File: src/rtl/gda_pkg.sv
`timescale 1ns / 1ps
`default_nettype none

package gda_pkg;

	localparam int unsigned CYCLE_DAYS  = 146097;
	localparam int unsigned CYCLE_YEARS = 400;
	localparam int unsigned LAST_MONTH  = 12;

	localparam logic [4:0] MONTH_LEN [0:15] = '{
		5'd31, 5'd31, 5'd28, 5'd31, 5'd30, 5'd31, 5'd30, 5'd31,
		5'd31, 5'd30, 5'd31, 5'd30, 5'd31, 5'd31, 5'd31, 5'd31
	};

	typedef enum logic [2:0] {
		ST_IDLE,
		ST_MOD,
		ST_CLAMP,
		ST_CYCLE,
		ST_WALK,
		ST_DONE
	} gda_state_t;

	typedef struct packed {
		logic load;
		logic mod_step;
		logic clamp;
		logic cycle_step;
		logic walk_step;
	} gda_ctl_t;

	typedef struct packed {
		logic mod_ge;
		logic cycle_big;
		logic walk_done;
	} gda_sts_t;

	function automatic logic is_leap(input logic [8:0] r);
		return (r[1:0] == 2'd0) && (r != 9'd100) && (r != 9'd200) && (r != 9'd300);
	endfunction

	function automatic logic [4:0] days_in(input logic [3:0] m, input logic leap);
		return (m == 4'd2 && leap) ? 5'd29 : MONTH_LEN[m];
	endfunction

endpackage

`default_nettype wire

File: src/rtl/gda_ctrl.sv
`timescale 1ns / 1ps
`default_nettype none

module gda_ctrl
	import gda_pkg::*;
(
	input  wire logic     clk,
	input  wire logic     arst_n,
	input  wire logic     start,
	input  wire gda_sts_t sts,
	output gda_ctl_t      ctl,
	output logic          busy,
	output logic          done
);

	gda_state_t state_q;
	gda_state_t state_d;

	always_ff @(posedge clk or negedge arst_n) begin
		if (!arst_n) begin
			state_q <= ST_IDLE;
		end else begin
			state_q <= state_d;
		end
	end

	always_comb begin
		state_d = state_q;
		ctl     = '0;
		unique case (state_q)
			ST_IDLE: begin
				if (start) begin
					ctl.load = 1'b1;
					state_d  = ST_MOD;
				end
			end
			ST_MOD: begin
				ctl.mod_step = 1'b1;
				if (!sts.mod_ge) begin
					state_d = ST_CLAMP;
				end
			end
			ST_CLAMP: begin
				ctl.clamp = 1'b1;
				state_d   = ST_CYCLE;
			end
			ST_CYCLE: begin
				ctl.cycle_step = 1'b1;
				if (!sts.cycle_big) begin
					state_d = ST_WALK;
				end
			end
			ST_WALK: begin
				ctl.walk_step = 1'b1;
				if (sts.walk_done) begin
					state_d = ST_DONE;
				end
			end
			ST_DONE: begin
				state_d = ST_IDLE;
			end
			default: begin
				state_d = ST_IDLE;
			end
		endcase
	end

	assign busy = (state_q != ST_IDLE);
	assign done = (state_q == ST_DONE);

endmodule

`default_nettype wire

File: src/rtl/gda_dp.sv
`timescale 1ns / 1ps
`default_nettype none

module gda_dp
	import gda_pkg::*;
#(
	parameter int OFFSET_BITS = 17
) (
	input  wire logic                          clk,
	input  wire gda_ctl_t                      ctl,
	input  wire logic [4:0]                    day,
	input  wire logic [3:0]                    month,
	input  wire logic [13:0]                   year,
	input  wire logic signed [OFFSET_BITS-1:0] offset,
	output gda_sts_t                           sts,
	output logic [4:0]                         result_day,
	output logic [3:0]                         result_month,
	output logic signed [14:0]                 result_year
);

	localparam int OW = ((OFFSET_BITS > 18) ? OFFSET_BITS : 18) + 2;
	localparam logic signed [OW-1:0] CYC = OW'(CYCLE_DAYS);
	localparam logic [13:0] CYC_Y = 14'(CYCLE_YEARS);
	localparam logic [8:0] R_LAST = 9'(CYCLE_YEARS - 1);
	localparam logic [3:0] M_LAST = 4'(LAST_MONTH);

	logic [4:0]           d_q;
	logic [3:0]           m_q;
	logic signed [14:0]   y_q;
	logic [13:0]          r_q;
	logic signed [OW-1:0] off_q;

	logic [4:0]           dim;
	logic [5:0]           rem1;
	logic signed [OW-1:0] addend;
	logic signed [OW-1:0] sum;
	logic                 off_neg;
	logic                 off_zero;
	logic                 sum_neg;
	logic                 sum_zero;
	logic [3:0]           prev_m;
	logic [8:0]           prev_r;
	logic [8:0]           r9;

	assign r9       = r_q[8:0];
	assign dim      = days_in(m_q, is_leap(r9));
	assign rem1     = {1'b0, dim} - {1'b0, d_q} + 6'd1;
	assign off_neg  = off_q[OW-1];
	assign off_zero = (off_q == '0);

	// shared adder: cycle skip, month step and fit test
	always_comb begin
		if (ctl.cycle_step) begin
			addend = off_neg ? CYC : -CYC;
		end else if (off_neg) begin
			addend = $signed(OW'(d_q));
		end else begin
			addend = -$signed(OW'(rem1));
		end
	end

	assign sum      = off_q + addend;
	assign sum_neg  = sum[OW-1];
	assign sum_zero = (sum == '0);

	assign prev_m = (m_q == 4'd1) ? M_LAST : m_q - 4'd1;
	assign prev_r = (m_q != 4'd1) ? r9 : ((r9 == 9'd0) ? R_LAST : r9 - 9'd1);

	assign sts.mod_ge    = (r_q >= CYC_Y);
	assign sts.cycle_big = off_neg ? (sum_neg || sum_zero) : !sum_neg;
	assign sts.walk_done = off_zero;

	always_ff @(posedge clk) begin
		if (ctl.load) begin
			d_q   <= (day == 5'd0) ? 5'd1 : day;
			m_q   <= (month == 4'd0) ? 4'd1 : ((month > M_LAST) ? M_LAST : month);
			y_q   <= $signed({1'b0, year});
			r_q   <= year;
			off_q <= OW'(offset);
		end else if (ctl.mod_step) begin
			if (sts.mod_ge) begin
				r_q <= r_q - CYC_Y;
			end
		end else if (ctl.clamp) begin
			if (d_q > dim) begin
				d_q <= dim;
			end
		end else if (ctl.cycle_step) begin
			if (sts.cycle_big) begin
				off_q <= sum;
				y_q   <= off_neg ? y_q - 15'(CYCLE_YEARS) : y_q + 15'(CYCLE_YEARS);
			end
		end else if (ctl.walk_step) begin
			if (!off_zero && !off_neg) begin
				if (sum_neg) begin
					d_q   <= d_q + off_q[4:0];
					off_q <= '0;
				end else begin
					off_q <= sum;
					d_q   <= 5'd1;
					if (m_q == M_LAST) begin
						m_q <= 4'd1;
						y_q <= y_q + 15'sd1;
						r_q <= (r9 == R_LAST) ? 14'd0 : r_q + 14'd1;
					end else begin
						m_q <= m_q + 4'd1;
					end
				end
			end else if (off_neg) begin
				if (!sum_neg && !sum_zero) begin
					d_q   <= sum[4:0];
					off_q <= '0;
				end else begin
					off_q <= sum;
					m_q   <= prev_m;
					r_q   <= {5'd0, prev_r};
					d_q   <= days_in(prev_m, is_leap(prev_r));
					if (m_q == 4'd1) begin
						y_q <= y_q - 15'sd1;
					end
				end
			end
		end
	end

	assign result_day   = d_q;
	assign result_month = m_q;
	assign result_year  = y_q;

endmodule

`default_nettype wire

File: src/rtl/gregorian_date_add_days_core.sv
`timescale 1ns / 1ps
`default_nettype none

// Adds a signed day offset to a Gregorian date. A word is taken when start is high and busy
// is low; busy then stays high until done pulses for one cycle with the result on result_day,
// result_month and result_year, which must be captured in that cycle since there is no stall.
// The year is reduced modulo 400, the day is clamped to its month, whole 146097-day cycles in
// the offset are skipped, and the date then walks a month at a time, with a last step when a
// nonzero offset ends inside a month; cycles and months go through one shared adder, and one
// word is in flight at a time.

module gregorian_date_add_days_core
	import gda_pkg::*;
#(
	parameter int OFFSET_BITS = 17
) (
	input  wire logic                          clk,
	input  wire logic                          arst_n,
	input  wire logic                          start,
	output logic                               busy,
	input  wire logic [4:0]                    day,
	input  wire logic [3:0]                    month,
	input  wire logic [13:0]                   year,
	input  wire logic signed [OFFSET_BITS-1:0] offset,
	output logic                               done,
	output logic [4:0]                         result_day,
	output logic [3:0]                         result_month,
	output logic signed [14:0]                 result_year
);

	gda_ctl_t ctl;
	gda_sts_t sts;

	gda_ctrl u_ctrl (
		.clk    (clk),
		.arst_n (arst_n),
		.start  (start),
		.sts    (sts),
		.ctl    (ctl),
		.busy   (busy),
		.done   (done)
	);

	gda_dp #(
		.OFFSET_BITS (OFFSET_BITS)
	) u_dp (
		.clk          (clk),
		.ctl          (ctl),
		.day          (day),
		.month        (month),
		.year         (year),
		.offset       (offset),
		.sts          (sts),
		.result_day   (result_day),
		.result_month (result_month),
		.result_year  (result_year)
	);

endmodule

`default_nettype wire

File: config.mk
export PLATFORM = sky130hd
export DESIGN_NAME = gregorian_date_add_days_core
export DESIGN_NICKNAME = d
export VERILOG_FILES = /design/src/rtl/gda_pkg.sv /design/src/rtl/gda_ctrl.sv /design/src/rtl/gda_dp.sv /design/src/rtl/gregorian_date_add_days_core.sv
export SDC_FILE = /design/constraint.sdc
export NUM_CORES = 1
export LEC_CHECK = 0
export ABC_CLOCK_PERIOD_IN_PS = 21800
export BUFFER_PORTS_ARGS = -buffer_cell sky130_fd_sc_hd__buf_2
export CAP_MARGIN = 15
export CORE_MARGIN = 10
export CORE_UTILIZATION = 25
export CTS_CLUSTER_SIZE = 14
export DETAILED_ROUTE_END_ITERATION = 12
export PLACE_DENSITY = 0.45
export SYNTH_ARGS = -nofsm -noshare
export SYNTH_HDL_FRONTEND = slang
export SYNTH_SLANG_ARGS = --single-unit
File: constraint.sdc
create_clock -name clk -period 21.8 [get_ports clk]
set_clock_uncertainty 0.05 [all_clocks]
set_input_delay 3.27 -clock clk [delete_from_list [all_inputs] [get_ports clk]]
set_output_delay 3.27 -clock clk [all_outputs]
set_load 0.01 [all_outputs]
==> results by group, run 1 <==
Floorplan
  • Die Y: roughly 190 um
  • Die width: 188 um
  • Area of the core: 27900 um2
  • Die area: roughly 36000 um2
  • Initial Utilization: 25.5%
  • Placement row count: 61
  • Number of primary I/O pins: 69

Synth
  • Synth warnings: 0
  • Flops & latches, synth: 61
  • Distinct cells, synth: 84
  • Post-synthesis sequential area ratio: about 25%
  • Mapped Area: 7100 um2
  • FFs w/ async S/R, synth: between 4 and 5%
  • Syn nets: 996
  • Post-synth EDFFs: 57
  • Average size of a mapped cell: 8.07 um2
  • Share of the synthesized area in the top cell type: roughly a quarter
  • Syn Inst Count: 879
  • Cell taking the most area after synthesis: edfxtp_1
  • Dominant synthesized flop cell: edfxtp_1
  • Synth area leaders: edfxtp_1 24%, ha_1 12%, a21oi_1 5.4%

Global routing
  • Largest net degree at the start of global routing: between 40 and 50
  • Vias in the first global route: 6746
  • M1 GR Usage: 18.2%
  • GR Util All Layers: 13.6%
  • Total gr overflow: 0
  • GR peak layer: met2
  • Initial antenna violation count: 0
  • Global routing usage on met3: 2.09%
  • Met2 Use GR: 22.4%
  • First-pass GRT wire length: 38.9 mm

Finish
  • Share of layout cells above drive strength 1: 13.7%
  • Commonest non-fill, non-tap cell in the layout: nand2_1
  • Most frequent cells in the layout: 100 x nand2_1, 76 x o21ai_0, 76 x a21oi_1
  • Non-filler cells, final: 1313
  • Diodes inserted: 0
  • Multi-input gate area: around 5000 um2
  • Area grow syn2layout: 15.6%
  • Final nets: 1047
  • FF/Latch Area: 1810 um2
  • # fillers: 3053

Clocking
  • CTS tree: done
  • Root Buffer: clkbuf_16
  • Hold Buf Count CTS: 0
  • Post-CTS Setup Repair Bufs: 0
  • CTS Buf Count: 9
  • Clock-pin slew on the worst setup and hold paths: roughly 0.060 ns
  • Clk buf depth: 2
  • # resized after CTS: 0
  • Clk_lat worst skew: ~0.36 ns
  • H-Tree Depth: 3
  • Clk sinks: 61

Critical path
  • Worst path arrival time: 8.24 ns
  • Cell mode on critical path: ha_1
  • Critical Path Sink Type: flop
  • Reg2reg setup slack: 13.48 ns
  • Worst-path fanout max: 13
  • CP startpoint kind: flop
  • CP required: 21.72 ns
  • CP max-delay cell: o211ai_1
  • Kind of critical path: reg -> reg
  • CP peak stage delay: 0.85 ns

STA
  • Worst slew margin: 22.1%
  • Setup TNS: 0 ns
  • Tcrit/Tclk final: 38.2%
  • Slew @ Worst Pin: 1.17 ns
  • Final setup violating endpoints: 0
  • Fmax: 0.120 GHz
  • Unrepaired setup endpoints after global routing: no
  • Min Clock Period, post-route: around 8.3 ns
  • Hold Vio Cnt, Final: 0
  • Slew Limit Fails: 0

Outcome
  • Status: completed

Drt
  • Initial DRC count: 511
  • Antenna Nets Post-Route: 0
  • Vias after detailed routing: about 6900
  • Drt wl/cell: 18.9 um
  • Total Wirelength: 24.8 mm
  • DR DRC count: 0
  • DR pass1 iterations: 6
  • Vias per cell: ~5.2

Place
  • Placed instance count: 1297
  • Post-DP HPWL: ~19 mm
  • Port Buffers: 68
  • Routability cong.: 0.869

Run
  • Max_cap viols: 0

Min path
  • Hold Path Class: reg -> reg
## worst max-delay path: cells and delay by family, from the launching register on
family	cells	cell delay, ns
fa+ha+maj	6	1.73
xor+xnor	1	0.21
compound gates	8	2.48
buf+inv	1	0.19
flops	1	0.58
simple gates	12	2.66
## stage by stage
stage	cell area [um2]	utilization, %	hold WS (ns)	setup slack, ns
detailed placement	7850	28.2	0.406	13.56
finish	8200	29.4	0.432	13.48
global route	8200	29.4	0.451	12.72
global placement	7850	28.2	0.406	13.72
CTS	8200	29.4	0.424	13.52
floorplan	7100	-	0.428	13.92
## layer usage
layer	vias up	part of all wire, %
li1	3402	-
met1	3313	48
met2	151	47
met3	14	3.7
met4	0	0.98
met5	-	0
## flip-flops by register name (all words and copies together), names as in the netlist
name and flops:
u_dp.r_q 14, u_dp.result_month 4, u_dp.result_year 15, u_ctrl.state_q 3, u_dp.off_q 20, u_dp.result_day 5
## synth_stat cells (all sizes together) (14+ instances only)
library cell	number
nand2	101
edfxtp	57
nand3	21
xnor2	30
nor3	25
a21o	27
clkbuf	31
o21ai	77
o21a	14
a21oi	86
nor4	15
inv	38
nor2	73
ha	69
o211ai	15
xor2	21
## path summary, 6_finish.rpt
path / cells past startpoint / endpoint / startpoint
setup / recovery: 28 / u_dp.r_q[8]$_DFFE_PP_ / u_dp.r_q[4]$_DFFE_PP_
hold / removal: 1 / u_dp.result_year[14]$_SDFFE_PP0P_ / u_dp.result_year[14]$_SDFFE_PP0P_
setup reg to reg: 28 / u_dp.r_q[8]$_DFFE_PP_ / u_dp.r_q[4]$_DFFE_PP_
hold reg to reg: 1 / u_dp.result_year[14]$_SDFFE_PP0P_ / u_dp.result_year[14]$_SDFFE_PP0P_
max in group asynchronous: 1 / u_ctrl.state_q[0]$_DFFE_PN0P_ / arst_n
min in group asynchronous: 1 / u_ctrl.state_q[1]$_DFFE_PN0P_ / arst_n
## cells by family after synthesis
| kind of cell | after synthesis | share of synthesized area, % |
|---|---|---|
| and+or+nand+nor | 298 | 20.3 |
| adders and majority gates | 74 | 13.6 |
| DFF | 61 | 25.5 |
| muxes | 5 | 0.741 |
| xor gates and xnor gates | 51 | 6.30 |
| buffers and inverters | 78 | 4.39 |
| AOI/OAI and AO/OA | 312 | 29.2 |
## final cells by class
type / count / share of cell area (%)
Clock buffer: 9 / 2.75
Clock inverter: 7 / 1.51
Inverter: 40 / 1.83
Multi-Input combinational cell: 740 / 61.0
Sequential cell: 61 / 22.0
Tap cell: 378 / 5.77
Timing Repair Buffer: 78 / 5.07
Power of run 1 is not shown: default switching activity piles up to over one toggle a cycle in this logic, so the estimate is an artifact.
==> run 2, diff against run 1 <==
--- a/config.mk
+++ b/config.mk
@@ -5,7 +5,8 @@
 export SDC_FILE = /design/constraint.sdc
 export NUM_CORES = 1
 export LEC_CHECK = 0
-export ABC_CLOCK_PERIOD_IN_PS = 21800
+export ABC_AREA = 1
+export ABC_CLOCK_PERIOD_IN_PS = 7900
 export BUFFER_PORTS_ARGS = -buffer_cell sky130_fd_sc_hd__buf_2
 export CAP_MARGIN = 15
 export CORE_MARGIN = 10
==> constraint.sdc (replaced) <==
create_clock -name clk -period 7.9 [get_ports clk]
set_clock_uncertainty 0.05 [all_clocks]
set_input_delay 1.185 -clock clk [delete_from_list [all_inputs] [get_ports clk]]
set_output_delay 1.185 -clock clk [all_outputs]
set_load 0.01 [all_outputs]
==> results by group, run 2 <==
Floorplan
  • Placement row count: 63
  • Die Y: 193 um
  • Die area: 37300 um2
  • Die width: 193 um
  • Initial Utilization: 25.3%
  • Number of primary I/O pins: 69
  • Area of the core: ~30000 um2

Clocking
  • CTS tree: done
  • Post-CTS Setup Repair Bufs: 0
  • Hold Buf Count CTS: 0
  • H-Tree Depth: 3
  • CTS Buf Count: 9
  • Clk_lat worst skew: approximately 0.36 ns
  • Clk buf depth: 2
  • Root Buffer: clkbuf_16
  • Clk sinks: just over 60
  • Clock-pin slew on the worst setup and hold paths: 0.06 ns
  • # resized after CTS: 0

Synth
  • Syn Inst Count: 1127
  • Count leader, synth: nand2_1
  • Post-synth EDFFs: 57
  • Distinct cells, synth: 55
  • Dominant synthesized flop cell: edfxtp_1
  • Synth warnings: 0
  • Cell taking the most area after synthesis: edfxtp_1
  • Mapped Area: 7490 um2
  • Commonest cells post-synth: 320 x nand2_1, 160 x inv_1, 93 x nor2_1, 69 x ha_1, 66 x a21oi_1
  • FFs w/ async S/R, synth: 4.92%
  • Syn nets: 1244
  • Synth area leaders: edfxtp_1 23%, nand2_1 16%, ha_1 12%
  • Post-synthesis sequential area ratio: 24.1%
  • Average size of a mapped cell: 6.65 um2
  • Share of the synthesized area in the top cell type: 22.8%
  • Flops & latches, synth: 61

Global routing
  • GR Util All Layers: between 10 and 15%
  • Largest net degree at the start of global routing: 47
  • First-pass GRT wire length: 41.2 mm
  • Vias in the first global route: ~7500
  • Initial antenna violation count: 0
  • Total gr overflow: 0

Finish
  • Final nets: roughly 1300
  • Utilization after layout: 29.1%
  • Most frequent cells in the layout: 320 x nand2_1, 160 x inv_1, 91 x nor2_1
  • Diodes inserted: 0
  • Area grow syn2layout: 15.1%
  • Non-filler cells, final: around 1600
  • Commonest non-fill, non-tap cell in the layout: nand2_1
  • Largest Register: u_dp.off_q
  • # fillers: between 3000 and 4000
  • FF/Latch Area: 1810 um2
  • Share of layout cells above drive strength 1: about 12%
  • Max reg flops: 20
  • Multi-input gate area: 4960 um2

Critical path
  • CP startpoint kind: flop
  • CP max-delay cell: edfxtp_1
  • Crit Reg-Reg Endpoint: u_dp.r_q[13]$_DFFE_PP_
  • Cell mode on critical path: nand2_1
  • Worst path arrival time: between 6 and 7 ns
  • Worst R2R Path Depth: 33
  • CP required: 7.84 ns
  • Critical Path Sink Type: flop
  • Worst-path fanout max: 10
  • CP peak stage delay: around 0.46 ns
  • Reg2reg setup slack: 1.58 ns
  • FF-to-FF Start: u_dp.r_q[4]$_DFFE_PP_
  • Kind of critical path: reg -> reg

STA
  • WHS: 0.494 ns
  • Min Clock Period, post-route: 6.32 ns
  • Tcrit/Tclk final: around four fifths
  • Worst slew margin: 50.6%
  • Hold Vio Cnt, Final: 0
  • Slew @ Worst Pin: 0.739 ns
  • Setup TNS: 0 ns
  • Unrepaired setup endpoints after global routing: no
  • Final setup violating endpoints: 0
  • Fmax: approximately 0.16 GHz
  • Slew Limit Fails: 0

Outcome
  • Status: completed

Min path
  • Hold Crit Start: u_ctrl.state_q[0]$_DFFE_PN0P_
  • Hold Path Stages: 2
  • Hold Path Class: reg -> reg
  • Worst hold endpoint: u_ctrl.state_q[0]$_DFFE_PN0P_

Run
  • Max_cap viols: 0

Drt
  • Antenna Nets Post-Route: 0
  • DR DRC count: 0
  • Vias after detailed routing: 7608
  • Drt wl/cell: ~17 um
  • DR pass1 iterations: 5
  • Total Wirelength: roughly 26 mm
  • Initial DRC count: between 400 and 500
  • Vias per cell: 4.78

Place
  • Port Buffers: roughly 70
  • Routability cong.: 0.900
  • Placed instance count: 1574
  • Post-DP HPWL: 20.9 mm
## run 2: metrics by stage
stage               instance area (um2)  worst slack (ns)
global placement                   8300              1.57
detailed placement                 8300              1.54
floorplan                          7490              2.07
global route                       8630             0.895
CTS                                8630              1.53
finish                             8630              1.58
## run 2: kinds of logic (layout without fill, tap and decap cells)
family / after synthesis / after routing / synth area share (%)
AO/OA/AOI/OAI: 210 / 210 / 16.8
flip-flops: 61 / 61 / 24.1
AND/OR/NAND/NOR: 553 / 553 / 31.9
XOR/XNOR: 38 / 38 / 4.44
adder cells (fa/ha/maj): 74 / 74 / 12.9
buffers and inverters: 191 / 264 / 9.84
## run 2: layout make-up
class / count / area share (%)
Timing Repair Buffer: 77 / 4.73
Inverter: 171 / 7.44
Multi-Input combinational cell: 875 / 57.5
Sequential cell: 61 / 20.9
Clock buffer: 9 / 2.61
Tap cell: 390 / 5.66
Clock inverter: 7 / 1.15
## run 2: metal layers
metal | share of wire, % | track usage [%] | vias to the layer above
met5 | 0 | 0 | -
met4 | 1.9 | 4.35 | 0
met2 | 47 | 23.6 | 161
met1 | 48 | 18.5 | 3510
li1 | - | - | 3907
met3 | 4.1 | 2.23 | 30
## run 2: critical path, delay by kind of cell (launching register included)
kind,cells,cell delay (ns)
AO/OA/AOI/OAI,6,1.28
XOR/XNOR,1,0.35
adder cells (fa/ha/maj),5,1.40
buffers and inverters,6,0.80
flip-flops,1,0.46
AND/OR/NAND/NOR,15,1.62
## run 2: worst max-delay path by stage
stage               cells after the start                 endpoint  slack, ns             startpoint
floorplan                              34  u_dp.off_q[0]$_DFFE_PP_       2.07  u_dp.r_q[4]$_DFFE_PP_
global placement                       33    u_dp.r_q[7]$_DFFE_PP_       1.57  u_dp.r_q[4]$_DFFE_PP_
CTS                                    33   u_dp.r_q[13]$_DFFE_PP_       1.53  u_dp.r_q[4]$_DFFE_PP_
global route                           33   u_dp.r_q[13]$_DFFE_PP_       0.89  u_dp.r_q[4]$_DFFE_PP_
finish                                 33   u_dp.r_q[13]$_DFFE_PP_       1.58  u_dp.r_q[4]$_DFFE_PP_
detailed placement                     33    u_dp.r_q[6]$_DFFE_PP_       1.54  u_dp.r_q[4]$_DFFE_PP_
Power of run 2 is left out for the same reason.
==> run 3, diff against run 2 <==
--- a/config.mk
+++ b/config.mk
@@ -6,7 +6,7 @@
 export NUM_CORES = 1
 export LEC_CHECK = 0
 export ABC_AREA = 1
-export ABC_CLOCK_PERIOD_IN_PS = 7900
+export ABC_CLOCK_PERIOD_IN_PS = 5900
 export BUFFER_PORTS_ARGS = -buffer_cell sky130_fd_sc_hd__buf_2
 export CAP_MARGIN = 15
 export CORE_MARGIN = 10
==> constraint.sdc (replaced) <==
create_clock -name clk -period 5.9 [get_ports clk]
set_clock_uncertainty 0.05 [all_clocks]
set_input_delay 0.885 -clock clk [delete_from_list [all_inputs] [get_ports clk]]
set_output_delay 0.885 -clock clk [all_outputs]
set_load 0.01 [all_outputs]
==> results by group, run 3 (synthesized netlist as in run 2, its figures left out) <==
STA
  • Min Clock Period, post-route: 5.50 ns
  • Tcrit/Tclk final: 93.2%
  • Setup TNS: 0 ns
  • Hold Vio Cnt, Final: 0
  • Slew @ Worst Pin: 0.714 ns
  • Fmax: 0.182 GHz
  • Final setup violating endpoints: 0
  • Worst slew margin: between 50% and 60%
  • Slew Limit Fails: 0
  • Final WS setup: 0.401 ns

Floorplan
  • Die area: 37300 um2
  • Die width: between 150 and 200 um
  • Initial Utilization: 25.3%
  • Die Y: 193 um
  • Placement row count: 63
  • Area of the core: 29600 um2
  • Number of primary I/O pins: 69

Finish
  • Area grow syn2layout: 24.9%
  • Multi-input gate area: approximately 5300 um2
  • Most frequent cells in the layout: 310 x nand2_1, 159 x inv_1, 88 x nor2_1
  • # fillers: roughly 3300
  • FF/Latch Area: between 1500 and 2000 um2
  • Commonest non-fill, non-tap cell in the layout: nand2_1
  • Max reg flops: 20
  • Diodes inserted: 0
  • Final nets: ~1400
  • Largest Register: u_dp.off_q
  • Utilization after layout: 31.6%
  • Share of layout cells above drive strength 1: 19.3%

Place
  • Place WS: -0.0761 ns
  • Routability cong.: 0.907
  • Post-DP HPWL: 21.6 mm
  • Port Buffers: 68

Drt
  • Initial DRC count: 522
  • Vias after detailed routing: 7799
  • DR pass1 iterations: 5
  • Vias per cell: between 4 and 5
  • Total Wirelength: 26.8 mm
  • Drt wl/cell: 16.4 um
  • DR DRC count: 0
  • Antenna Nets Post-Route: 0

Run
  • Max_cap viols: 0

Critical path
  • CP startpoint kind: flop
  • CP max-delay cell: fa_2
  • Cell mode on critical path: nand2_1
  • Kind of critical path: reg -> reg
  • CP peak stage delay: 0.45 ns
  • CP required: approximately 5.9 ns
  • Critical Path Sink Type: flop
  • Worst-path fanout max: 5
  • Worst path arrival time: 5.51 ns

Clocking
  • CTS Buf Count: 9
  • Clock-pin slew on the worst setup and hold paths: 0.06 ns
  • Hold Buf Count CTS: 0
  • CTS tree: done
  • Clk buf depth: 2
  • Clk sinks: 61
  • Root Buffer: clkbuf_16
  • H-Tree Depth: 3
  • Clk_lat worst skew: 0.34 ns

Global routing
  • Vias in the first global route: 7646
  • GR Util All Layers: 14.3%
  • Initial antenna violation count: 0
  • Total gr overflow: 0
  • First-pass GRT wire length: 41.8 mm
  • Largest net degree at the start of global routing: 47

Outcome
  • Status: completed

Min path
  • Hold Path Class: in -> async
-- run 3: worst paths after layout --
kind | slack (ns) | startpoint | cells past startpoint | to
setup / recovery | 0.40 | u_dp.r_q[4]$_DFFE_PP_ | 36 | u_dp.result_year[10]$_DFFE_PP_
hold / removal | 0.30 | arst_n | 1 | u_ctrl.state_q[0]$_DFFE_PN0P_
hold reg to reg | 0.50 | u_ctrl.state_q[0]$_DFFE_PN0P_ | 2 | u_ctrl.state_q[0]$_DFFE_PN0P_
setup reg to reg | 0.40 | u_dp.r_q[4]$_DFFE_PP_ | 36 | u_dp.result_year[10]$_DFFE_PP_
min in group clk | 0.50 | u_ctrl.state_q[0]$_DFFE_PN0P_ | 2 | u_ctrl.state_q[0]$_DFFE_PN0P_
max in group asynchronous | 5.37 | arst_n | 1 | u_ctrl.state_q[1]$_DFFE_PN0P_
-- run 3: per-stage QoR --
step                      instances  hold slack (ns)  cell area, um2
after floorplan                1127            0.446            7490
after global placement         1619            0.478            8660
after detailed placement       1619            0.483            8660
after CTS                      1636            0.286            9020
after global routing           1641            0.283            9360
final                          1641            0.299            9360
-- run 3: repair_timing --
action                     CTS  global route
gates cloned                 0             1
buffers inserted             2             4
pin swaps                    1            16
hold endpoints to repair     0             0
setup endpoints to repair   43            79
resized for setup            1            57
-- run 3: layout make-up --
cell class	instances	area share, %
Clock inverter	6	0.949
Inverter	171	6.86
Multi-Input combinational cell	875	56.1
Clock buffer	9	2.41
Sequential cell	61	19.3
Timing Repair Buffer	129	9.15
Tap cell	390	5.21
-- run 3: per-layer routing --
layer,vias up,GRT usage (%),wire length (um)
met4,0,3.99,391
met1,3633,19.1,13000
li1,4010,-,-
met2,135,23.6,12400
met5,-,0,0
met3,21,2.07,1030
-- run 3: worst max-delay path: cells and delay by family, from the launching register on --
kind	cells	cell delay, ns
simple gates	19	1.92
flops	1	0.39
buf+inv	6	0.50
compound gates	5	0.80
fa+ha+maj	6	1.55
Power of run 3 is left out for the same reason.
